## src/rtl/sbtc_pkg.sv

```systemverilog
// Shared types, codes and helpers for the serial buffer transfer controller.
// Depends on nothing; sbtc_ctrl and the top level refer to it by scoped names.
package sbtc_pkg;

    localparam int unsigned BUFFER_BYTES_DEFAULT = 256;

    // Item commands
    typedef enum logic [2:0] {
        CMD_REG_RD = 3'd0,
        CMD_REG_WR = 3'd1,
        CMD_BUF_RD = 3'd2,
        CMD_BUF_WR = 3'd3,
        CMD_RX     = 3'd4
    } cmd_t;

    // Register byte offsets
    localparam logic [7:0] REG_CONTROL = 8'h00;
    localparam logic [7:0] REG_START   = 8'h08;
    localparam logic [7:0] REG_COUNT   = 8'h0c;

    // Control register bits
    localparam int unsigned CTL_START_BIT = 5;
    localparam int unsigned CTL_CLEAR_BIT = 7;
    localparam int unsigned CTL_KEEP_W    = 5;

    // Result fields decided at accept time, carried to the output stage
    typedef struct packed {
        logic [7:0] reg_rdata;
        logic       rdata_from_buf;
        logic       tx_valid;
        logic       irq;
        logic       busy;
    } res_t;

    // Reduce a byte address modulo m (16 <= m <= 256) by four
    // conditional subtractions of m*8, m*4, m*2, m.
    function automatic logic [7:0] addr_reduce(input logic [7:0] a, input int unsigned m);
        logic [11:0] v;
        v = {4'b0000, a};
        for (int k = 3; k >= 0; k--) begin
            if (v >= 12'(m << k))
            begin
                v = v - 12'(m << k);
            end
        end
        return v[7:0];
    endfunction

endpackage

```

## src/rtl/sbtc_if.sv

```systemverilog
// Handshake channel interfaces for the serial buffer transfer controller.
// Depends on nothing; carries valid, ready and the item or result payload.
interface sbtc_in_if;
    logic       valid;
    logic       ready;
    logic [2:0] cmd;
    logic [7:0] addr;
    logic [7:0] wdata;
    logic [7:0] rx_byte;

    modport source (output valid, cmd, addr, wdata, rx_byte, input ready);
    modport sink   (input valid, cmd, addr, wdata, rx_byte, output ready);
endinterface

interface sbtc_out_if;
    logic       valid;
    logic       ready;
    logic [7:0] rdata;
    logic       tx_valid;
    logic [7:0] tx_byte;
    logic       irq;
    logic       busy_res;

    modport source (output valid, rdata, tx_valid, tx_byte, irq, busy_res, input ready);
    modport sink   (input valid, rdata, tx_valid, tx_byte, irq, busy_res, output ready);
endinterface

```

## src/rtl/sbtc_buffer_ram.sv

```systemverilog
// Buffer RAM: one write port, one registered read port, per-entry valid bits.
// Depends on nothing from the package; an entry never written reads as zero.
module sbtc_buffer_ram #(
    parameter int unsigned BUFFER_BYTES = 256,
    parameter int unsigned SLOT_W       = $clog2(BUFFER_BYTES)
) (
    input  logic              clk,
    input  logic              rst_n,
    input  logic              rd_en,
    input  logic [SLOT_W-1:0] rd_slot,
    input  logic              wr_en,
    input  logic [SLOT_W-1:0] wr_slot,
    input  logic [7:0]        wr_data,
    output logic [7:0]        rd_data
);

    logic [7:0]              mem [BUFFER_BYTES];
    logic [BUFFER_BYTES-1:0] valid_reg;
    logic [7:0]              rd_word_reg;
    logic                    rd_hit_reg;

    always_ff @(posedge clk)
    begin
        if (wr_en)
        begin
            mem[wr_slot] <= wr_data;
        end
        if (rd_en)
        begin
            rd_word_reg <= mem[rd_slot];
        end
    end

    always_ff @(posedge clk or negedge rst_n)
    begin
        if (!rst_n)
        begin
            valid_reg  <= '0;
            rd_hit_reg <= 1'b0;
        end
        else
        begin
            if (wr_en)
            begin
                valid_reg[wr_slot] <= 1'b1;
            end
            if (rd_en)
            begin
                rd_hit_reg <= valid_reg[rd_slot];
            end
        end
    end

    assign rd_data = rd_hit_reg ? rd_word_reg : 8'h00;

endmodule

```

## src/rtl/sbtc_ctrl.sv

```systemverilog
// Register file and exchange sequencer: decodes each accepted item, updates
// control state and issues buffer reads and writes. Depends on sbtc_pkg.
module sbtc_ctrl #(
    parameter int unsigned BUFFER_BYTES = 256,
    parameter int unsigned SLOT_W       = $clog2(BUFFER_BYTES)
) (
    input  logic              clk,
    input  logic              rst_n,
    input  logic              accept,
    input  logic [2:0]        cmd,
    input  logic [7:0]        addr,
    input  logic [7:0]        wdata,
    input  logic [7:0]        rx_byte,
    output logic              rd_en,
    output logic [SLOT_W-1:0] rd_slot,
    output logic              wr_en,
    output logic [SLOT_W-1:0] wr_slot,
    output logic [7:0]        wr_data,
    output sbtc_pkg::res_t    res
);

    logic [sbtc_pkg::CTL_KEEP_W-1:0] control_reg, control_next;
    logic [7:0]        start_reg, start_next;
    logic [7:0]        count_reg, count_next;
    logic [7:0]        idx_reg, idx_next;
    logic [SLOT_W-1:0] cur_slot_reg, cur_slot_next;
    logic              active_reg, active_next;
    logic              irq_reg, irq_next;

    logic [7:0]        start_red;
    logic [7:0]        addr_red;
    logic [SLOT_W-1:0] adv_slot;
    logic              rd_req;
    logic              wr_req;

    assign start_red = sbtc_pkg::addr_reduce(start_reg, BUFFER_BYTES);
    assign addr_red  = sbtc_pkg::addr_reduce(addr, BUFFER_BYTES);
    assign adv_slot  = (cur_slot_reg == SLOT_W'(BUFFER_BYTES - 1)) ? '0
                                                                  : cur_slot_reg + SLOT_W'(1);

    always_comb
    begin
        control_next  = control_reg;
        start_next    = start_reg;
        count_next    = count_reg;
        idx_next      = idx_reg;
        cur_slot_next = cur_slot_reg;
        active_next   = active_reg;
        irq_next      = irq_reg;
        rd_req        = 1'b0;
        rd_slot       = '0;
        wr_req        = 1'b0;
        wr_slot       = '0;
        wr_data       = 8'h00;
        res           = '0;

        unique case (sbtc_pkg::cmd_t'(cmd))
            sbtc_pkg::CMD_REG_RD:
            begin
                unique case (addr)
                    sbtc_pkg::REG_CONTROL: res.reg_rdata = 8'(control_reg);
                    sbtc_pkg::REG_START:   res.reg_rdata = start_reg;
                    sbtc_pkg::REG_COUNT:   res.reg_rdata = count_reg;
                    default:               res.reg_rdata = 8'h00;
                endcase
            end
            sbtc_pkg::CMD_REG_WR:
            begin
                unique case (addr)
                    sbtc_pkg::REG_CONTROL:
                    begin
                        if (wdata[sbtc_pkg::CTL_CLEAR_BIT])
                        begin
                            irq_next = 1'b0;
                        end
                        // Start only from idle; fetch the first byte to send
                        if (wdata[sbtc_pkg::CTL_START_BIT] && !active_reg)
                        begin
                            active_next   = 1'b1;
                            idx_next      = 8'h00;
                            cur_slot_next = start_red[SLOT_W-1:0];
                            rd_req        = 1'b1;
                            rd_slot       = start_red[SLOT_W-1:0];
                            res.tx_valid  = 1'b1;
                        end
                        control_next = wdata[sbtc_pkg::CTL_KEEP_W-1:0];
                    end
                    sbtc_pkg::REG_START:
                    begin
                        if (!active_reg)
                        begin
                            start_next = wdata;
                        end
                    end
                    sbtc_pkg::REG_COUNT:
                    begin
                        if (!active_reg)
                        begin
                            count_next = wdata;
                        end
                    end
                    default:
                    begin
                    end
                endcase
            end
            sbtc_pkg::CMD_BUF_RD:
            begin
                rd_req             = 1'b1;
                rd_slot            = addr_red[SLOT_W-1:0];
                res.rdata_from_buf = 1'b1;
            end
            sbtc_pkg::CMD_BUF_WR:
            begin
                wr_req  = 1'b1;
                wr_slot = addr_red[SLOT_W-1:0];
                wr_data = wdata;
            end
            sbtc_pkg::CMD_RX:
            begin
                if (active_reg)
                begin
                    // Replace the sent byte with the received one
                    wr_req  = 1'b1;
                    wr_slot = cur_slot_reg;
                    wr_data = rx_byte;
                    if (idx_reg >= count_reg)
                    begin
                        active_next = 1'b0;
                        idx_next    = 8'h00;
                        irq_next    = 1'b1;
                    end
                    else
                    begin
                        idx_next      = idx_reg + 8'd1;
                        cur_slot_next = adv_slot;
                        rd_req        = 1'b1;
                        rd_slot       = adv_slot;
                        res.tx_valid  = 1'b1;
                    end
                end
            end
            default:
            begin
            end
        endcase

        res.irq  = irq_next;
        res.busy = active_next;
    end

    assign rd_en = accept && rd_req;
    assign wr_en = accept && wr_req;

    always_ff @(posedge clk or negedge rst_n)
    begin
        if (!rst_n)
        begin
            control_reg  <= '0;
            start_reg    <= 8'h00;
            count_reg    <= 8'h00;
            idx_reg      <= 8'h00;
            cur_slot_reg <= '0;
            active_reg   <= 1'b0;
            irq_reg      <= 1'b0;
        end
        else if (accept)
        begin
            control_reg  <= control_next;
            start_reg    <= start_next;
            count_reg    <= count_next;
            idx_reg      <= idx_next;
            cur_slot_reg <= cur_slot_next;
            active_reg   <= active_next;
            irq_reg      <= irq_next;
        end
    end

endmodule

```

## src/rtl/serial_buffer_transfer_controller.sv

```systemverilog
// Top level of the serial buffer transfer controller.
// Depends on sbtc_pkg, sbtc_if, sbtc_ctrl and sbtc_buffer_ram.
//
// Usage:
//   req carries one transaction per item: a register read or write, a buffer
//   read or write, or a byte received from the serial partner. rsp returns
//   exactly one transaction per item, in order: read data, the next byte to
//   shift out (tx_valid/tx_byte), the interrupt level and the busy flag.
//   Results: a result appears on rsp in the cycle after its item is accepted.
//   Throughput: one item per cycle while rsp is not stalled. Every item is
//   decoded and its buffer read and write are issued at the accept edge, where
//   the buffer RAM and the single output stage capture the result to wait.
//   Back-pressure: while rsp is stalled with a result waiting, req.ready is
//   low; it is high whenever the output stage is empty or being drained.
//   Reset: all registers, the interrupt and the exchange state clear at once,
//   and the buffer reads as all zero until each entry is written; items are
//   taken from the first cycle after reset.
module serial_buffer_transfer_controller #(
    parameter int unsigned BUFFER_BYTES = sbtc_pkg::BUFFER_BYTES_DEFAULT
) (
    input  logic              clk,
    input  logic              rst_n,
    sbtc_in_if.sink           req,
    sbtc_out_if.source        rsp
);

    localparam int unsigned SLOT_W = $clog2(BUFFER_BYTES);

    logic              accept;
    logic              rd_en;
    logic [SLOT_W-1:0] rd_slot;
    logic              wr_en;
    logic [SLOT_W-1:0] wr_slot;
    logic [7:0]        wr_data;
    logic [7:0]        buf_rd_data;
    sbtc_pkg::res_t    res;

    // Output stage: hold the result until rsp takes it
    logic              out_valid_reg;
    sbtc_pkg::res_t    out_res_reg;

    // Advance whenever the output stage is empty or draining this cycle
    assign req.ready = !out_valid_reg || rsp.ready;
    assign accept    = req.valid && req.ready;

    sbtc_ctrl #(
        .BUFFER_BYTES (BUFFER_BYTES),
        .SLOT_W       (SLOT_W)
    ) u_ctrl (
        .clk     (clk),
        .rst_n   (rst_n),
        .accept  (accept),
        .cmd     (req.cmd),
        .addr    (req.addr),
        .wdata   (req.wdata),
        .rx_byte (req.rx_byte),
        .rd_en   (rd_en),
        .rd_slot (rd_slot),
        .wr_en   (wr_en),
        .wr_slot (wr_slot),
        .wr_data (wr_data),
        .res     (res)
    );

    // Read and write of one item never hit the same entry, and writes of
    // earlier items land at earlier edges, so no forwarding is needed.
    sbtc_buffer_ram #(
        .BUFFER_BYTES (BUFFER_BYTES),
        .SLOT_W       (SLOT_W)
    ) u_buffer (
        .clk     (clk),
        .rst_n   (rst_n),
        .rd_en   (rd_en),
        .rd_slot (rd_slot),
        .wr_en   (wr_en),
        .wr_slot (wr_slot),
        .wr_data (wr_data),
        .rd_data (buf_rd_data)
    );

    always_ff @(posedge clk or negedge rst_n)
    begin
        if (!rst_n)
        begin
            out_valid_reg <= 1'b0;
        end
        else if (req.ready)
        begin
            out_valid_reg <= req.valid;
        end
    end

    always_ff @(posedge clk)
    begin
        if (accept)
        begin
            out_res_reg <= res;
        end
    end

    // Buffer read data is only refreshed on accept, so it holds during a stall
    assign rsp.valid    = out_valid_reg;
    assign rsp.rdata    = out_res_reg.rdata_from_buf ? buf_rd_data : out_res_reg.reg_rdata;
    assign rsp.tx_valid = out_res_reg.tx_valid;
    assign rsp.tx_byte  = out_res_reg.tx_valid ? buf_rd_data : 8'h00;
    assign rsp.irq      = out_res_reg.irq;
    assign rsp.busy_res = out_res_reg.busy;

endmodule

```

## src/flat_wrapper.sv

```systemverilog
// flat-port wrapper written by rule: the top's interface ports become plain ports
module serial_buffer_transfer_controller_flat 
#(
    parameter int unsigned BUFFER_BYTES = sbtc_pkg::BUFFER_BYTES_DEFAULT
)
  (clk, rst_n, req_valid, req_cmd, req_addr, req_wdata, req_rx_byte, req_ready, rsp_valid, rsp_rdata, rsp_tx_valid, rsp_tx_byte, rsp_irq, rsp_busy_res, rsp_ready);
  sbtc_in_if req_i ();
  sbtc_out_if rsp_i ();
  input  logic clk;
  input  logic rst_n;
  input wire logic [$bits(req_i.valid)-1:0] req_valid;
  input wire logic [$bits(req_i.cmd)-1:0] req_cmd;
  input wire logic [$bits(req_i.addr)-1:0] req_addr;
  input wire logic [$bits(req_i.wdata)-1:0] req_wdata;
  input wire logic [$bits(req_i.rx_byte)-1:0] req_rx_byte;
  output wire logic [$bits(req_i.ready)-1:0] req_ready;
  output wire logic [$bits(rsp_i.valid)-1:0] rsp_valid;
  output wire logic [$bits(rsp_i.rdata)-1:0] rsp_rdata;
  output wire logic [$bits(rsp_i.tx_valid)-1:0] rsp_tx_valid;
  output wire logic [$bits(rsp_i.tx_byte)-1:0] rsp_tx_byte;
  output wire logic [$bits(rsp_i.irq)-1:0] rsp_irq;
  output wire logic [$bits(rsp_i.busy_res)-1:0] rsp_busy_res;
  input wire logic [$bits(rsp_i.ready)-1:0] rsp_ready;
  assign req_i.valid = req_valid;
  assign req_i.cmd = req_cmd;
  assign req_i.addr = req_addr;
  assign req_i.wdata = req_wdata;
  assign req_i.rx_byte = req_rx_byte;
  assign req_ready = req_i.ready;
  assign rsp_valid = rsp_i.valid;
  assign rsp_rdata = rsp_i.rdata;
  assign rsp_tx_valid = rsp_i.tx_valid;
  assign rsp_tx_byte = rsp_i.tx_byte;
  assign rsp_irq = rsp_i.irq;
  assign rsp_busy_res = rsp_i.busy_res;
  assign rsp_i.ready = rsp_ready;
  serial_buffer_transfer_controller #(.BUFFER_BYTES(BUFFER_BYTES)) u_core (.clk(clk), .rst_n(rst_n), .req(req_i), .rsp(rsp_i));
endmodule
```

## config.mk

```make
export PLATFORM = sky130hd
export DESIGN_NAME = serial_buffer_transfer_controller_flat
export DESIGN_NICKNAME = d
export VERILOG_FILES = /design/src/rtl/sbtc_pkg.sv /design/src/rtl/sbtc_if.sv /design/src/rtl/sbtc_buffer_ram.sv /design/src/rtl/sbtc_ctrl.sv /design/src/rtl/serial_buffer_transfer_controller.sv /design/src/flat_wrapper.sv
export SDC_FILE = /design/constraint.sdc
export NUM_CORES = 2
export LEC_CHECK = 0
export BUFFER_PORTS_ARGS = -buffer_cell sky130_fd_sc_hd__buf_2
export CORE_MARGIN = 2
export CORE_UTILIZATION = 63
export CTS_CLUSTER_DIAMETER = 100
export DETAILED_ROUTE_END_ITERATION = 8
export GPL_ROUTABILITY_DRIVEN = 1
export PLACE_DENSITY = 0.79
export REMOVE_ABC_BUFFERS = 1
export SYNTH_ARGS = -nofsm -noshare
export SYNTH_HDL_FRONTEND = slang
export SYNTH_SLANG_ARGS = --single-unit
```

## constraint.sdc

```tcl
create_clock -name clk -period 12.37 [get_ports clk]
set_input_delay 1.237 -clock clk [delete_from_list [all_inputs] [get_ports clk]]
set_output_delay 1.237 -clock clk [all_outputs]
set_load 0.05 [all_outputs]
```

==> results.yml <==
global_route:
  grt_pass1_vias: 49800
  grt_max_degree: 127
  overflow: 0
  antenna_found_initial: 10
  grt_pass1_wl_um: 347000
  gr-usage-all-layers: 0.321
timing:
  relSlewSlack: 0.0824
  slew_viol_final: 0
  fmax_mhz: 155
  post-route-period-util: 0.522
  setup-violations-final: 0
  fin_ws_ps: 5910
  finalHoldViolCount: 0
  finalClockSkew_ps: 48.3
  rsz0062_at_grt: "false"
  final.min_clock_period_ps: 6460
  tightest_slew_ps: 1370
floorplanning:
  io_pins: 52
  die-area_mm2: 0.151
  die_w_um: 388
  fp-row-count: 141
  fp.dieH_um: 388
  initial_core_util: 0.632
  core_area_mm2: 0.147
route:
  wl_um: 239000
  vias_per_cell: 7.03
  antenna_left: 0
  drt_iter0_drc: 7316
  drc: 0
  wire_per_inst_um: 33.4
  drt_pass1_iterations: 7
  vias: 50200
critical_path:
  timing.rr.end: "u_core.u_buffer.rd_word_reg[3]$_DFFE_PP_"
  cp.depth: 14
  cp_num_buf_inv: 4
  slowest_delay_ps: 820
  cpMaxStageDelayCell: "buf_4"
  critPathKind: "reg -> reg"
  crit_path_end_kind: "flip-flop"
  critical_path.cell_chain: "inv_1 > ha_1 > and3_1 > o21ai_0 > a31oi_2 > o21a_4 > buf_4 > buf_12 > buf_4 > mux4_2 > o22ai_1 > nor2_1 > a31oi_1 > nand4_1"
  start_kind: "flip-flop"
  reg2reg_depth: 14
  r2r_slack_ps: 5910
  crit_end: "u_core.u_buffer.rd_word_reg[3]$_DFFE_PP_"
  path_delay_family: "compound AO/OA/AOI/OAI gates"
  r2r_start: "u_core.u_ctrl.count_reg[2]$_DFFE_PN0P_"
  worstSetupStartpoint: "u_core.u_ctrl.count_reg[2]$_DFFE_PN0P_"
  path_max_fanout: 96
  cp_data_required_time_ps: 12960
  critPathArrivalTime_ps: 7050
  cpMostUsedCell: "buf_4"
placed_design:
  dp_hpwl_um: 140000
  portBuffers: 51
  gp_congestion: 0.928
  dp_slack_ps: 5240
  dpl-instance-area_mm2: 0.0953
status:
  outcome: "complete, no violations"
clock_tree:
  ctsResizeCount: 0
  cts.sinks: 2365
  clockBufferDepth: 3
  post_cts_buffers: 0
  ctsHoldBuffers: 0
  clkLatencyLatePin_ps: 890
  cts_buffers: 220
  ctsRootBufferMaster: "clkbuf_16"
  clkTransAtPathRegs_ps: 70
  cts_tree: "yes"
  htreeDepth: 4
synthesis:
  synthSimpleGateAreaFrac: 0.0592
  ys.flop_type: "edfxtp_1"
  synth.area.mux_share: 0.149
  synth_top_family_by_area: "multiplexers"
  synthesis.area_mm2: 0.0931
  synth_cells: 4916
  synthXorXnorAreaFrac: 0.000753
  synthArstFlopShare: 0.126
  syn_area_per_cell_um2: 18.9
  synth-compound-area-share: 0.0269
  yosysWarnings: 0
  yosysUniqueCellTypes: 64
  synth_fa_ha_area_frac: 0.00134
  ys_seq_elements: 2365
  synth-edff-count: 2068
  yosysSeqAreaShare: 0.747
final_layout:
  layout-drive-gt1-share: 0.253
  nets: 5053
  syn_to_final_growth_pct: 10.2
  largest_reg_flops: 2048
  final_area_mm2: 0.103
job:
  drv_cap: 0
worst_hold_path:
  hold_class: "in -> async"
pwr:
  p_per_area_mw_per_mm2: 154
  p_leak_uw: 0.0381
  peakVddDrop_v: 0.000113
## layout make-up
| type | count | area [um^2] |
|---|---|---|
| flip-flops and latches | 2365 | 69500 |
| fillers | 8631 | 44600 |
| multi-input cells | 2260 | 22200 |
| clock buffers | 311 | 6220 |
| well taps | 1930 | 2410 |
| clock inverters | 106 | 1040 |
| repair buffers | 141 | 1030 |
| inverters | 24 | 90.1 |
| diodes | 4 | 10.0 |
## worst min path at each step
stage	from	end	slack [ps]	depth (start not counted)
after floorplan	u_core.u_buffer.valid_reg[55]$_DFFE_PN0P_	u_core.u_buffer.valid_reg[55]$_DFFE_PN0P_	430	1
after CTS	rst_n	u_core.u_ctrl.idx_reg[0]$_DFFE_PN0P_	460	1
after detailed placement	u_core.u_buffer.valid_reg[229]$_DFFE_PN0P_	u_core.u_buffer.valid_reg[229]$_DFFE_PN0P_	450	1
after global routing	u_core.u_buffer.valid_reg[135]$_DFFE_PN0P_	u_core.u_buffer.valid_reg[135]$_DFFE_PN0P_	470	1
after global placement	u_core.u_buffer.valid_reg[137]$_DFFE_PN0P_	u_core.u_buffer.valid_reg[137]$_DFFE_PN0P_	440	1
final	rst_n	u_core.u_ctrl.count_reg[6]$_DFFE_PN0P_	400	1
## worst register-to-register path, cell delays in order (launching register included)
cell     delay, ps
dfrtp_1        400
inv_1           90
ha_1           290
and3_1         150
o21ai_0        110
a31oi_2        700
o21a_4         580
buf_4          580
buf_12         600
buf_4          980
mux4_2         710
o22ai_1        190
nor2_1          70
a31oi_1        570
nand4_1        160
## where the power goes
part / switching (uW) / internal, uW / total, uW
clock: 2980 / 3800 / 6770
sequential: 16.1 / 8630 / 8650
combinational: 296 / 120 / 416
## layer usage
layer	part of all wire	track usage
met2	0.46	0.476
met1	0.35	0.443
met5	0.00042	0
met3	0.14	0.107
met4	0.047	0.136
## cells in the final DEF (no fill, tap or decap), drive strengths merged, types with 69 or more instances in the layout
master	instances
or2	259
dfrtp	297
o21ai	76
buf	141
nor2	326
edfxtp	2068
mux4	537
mux2i	151
nand2	373
clkinv	86
nand3	82
o22ai	69
clkbuf	311
## cell usage after synthesis (all sizes together), types with 8 or more instances
master     n  area, um^2
edfxtp  2068       62100
mux4     537       12100
nand2    373        1400
nor2     326        1220
dfrtp    297        7430
or2      259        1620
buf      156         967
mux2i    151        1510
clkbuf   111         417
nand3     82         410
o21ai     76         380
o22ai     69         432
a221oi    37         324
a21oi     35         175
a31oi     31         200
and3      31         194
nor4      29         181
a32oi     26         228
nand4     24         150
inv       23        86.3
mux2      22         248
a32o      15         150
or4       13        97.6
a22o      12         105
a22oi     10        75.1
ha        10         125
o21a       9        67.6
a211oi     8        60.1
a311oi     8        70.1
nor3       8        40.0
## cell families (layout without fill, tap and decap cells)
logic type                 count (synthesis)  after routing
other                                      0              4
xor gates and xnor gates                   8              8
muxes                                    710            710
DFF                                     2365           2365
buffers and inverters                    291            582
AOI/OAI and AO/OA                        363            363
adders and majority gates                 10             10
and+or+nand+nor                         1169           1169
## stage by stage
step           power [uW]  hold WS (ps)  setup TNS, ps   util  cells
2_1_floorplan        9300           430        -445660      -   4649
4_1_cts             15800           463              0  0.697   7137
3_3_place_gp         9210           443              0  0.648   6720
3_5_place_dp         9220           449              0  0.648   6720
5_1_grt             16200           474              0  0.697   7137
6_report            15800           405              0  0.697   7141
Power figures use the tool's default switching activity.
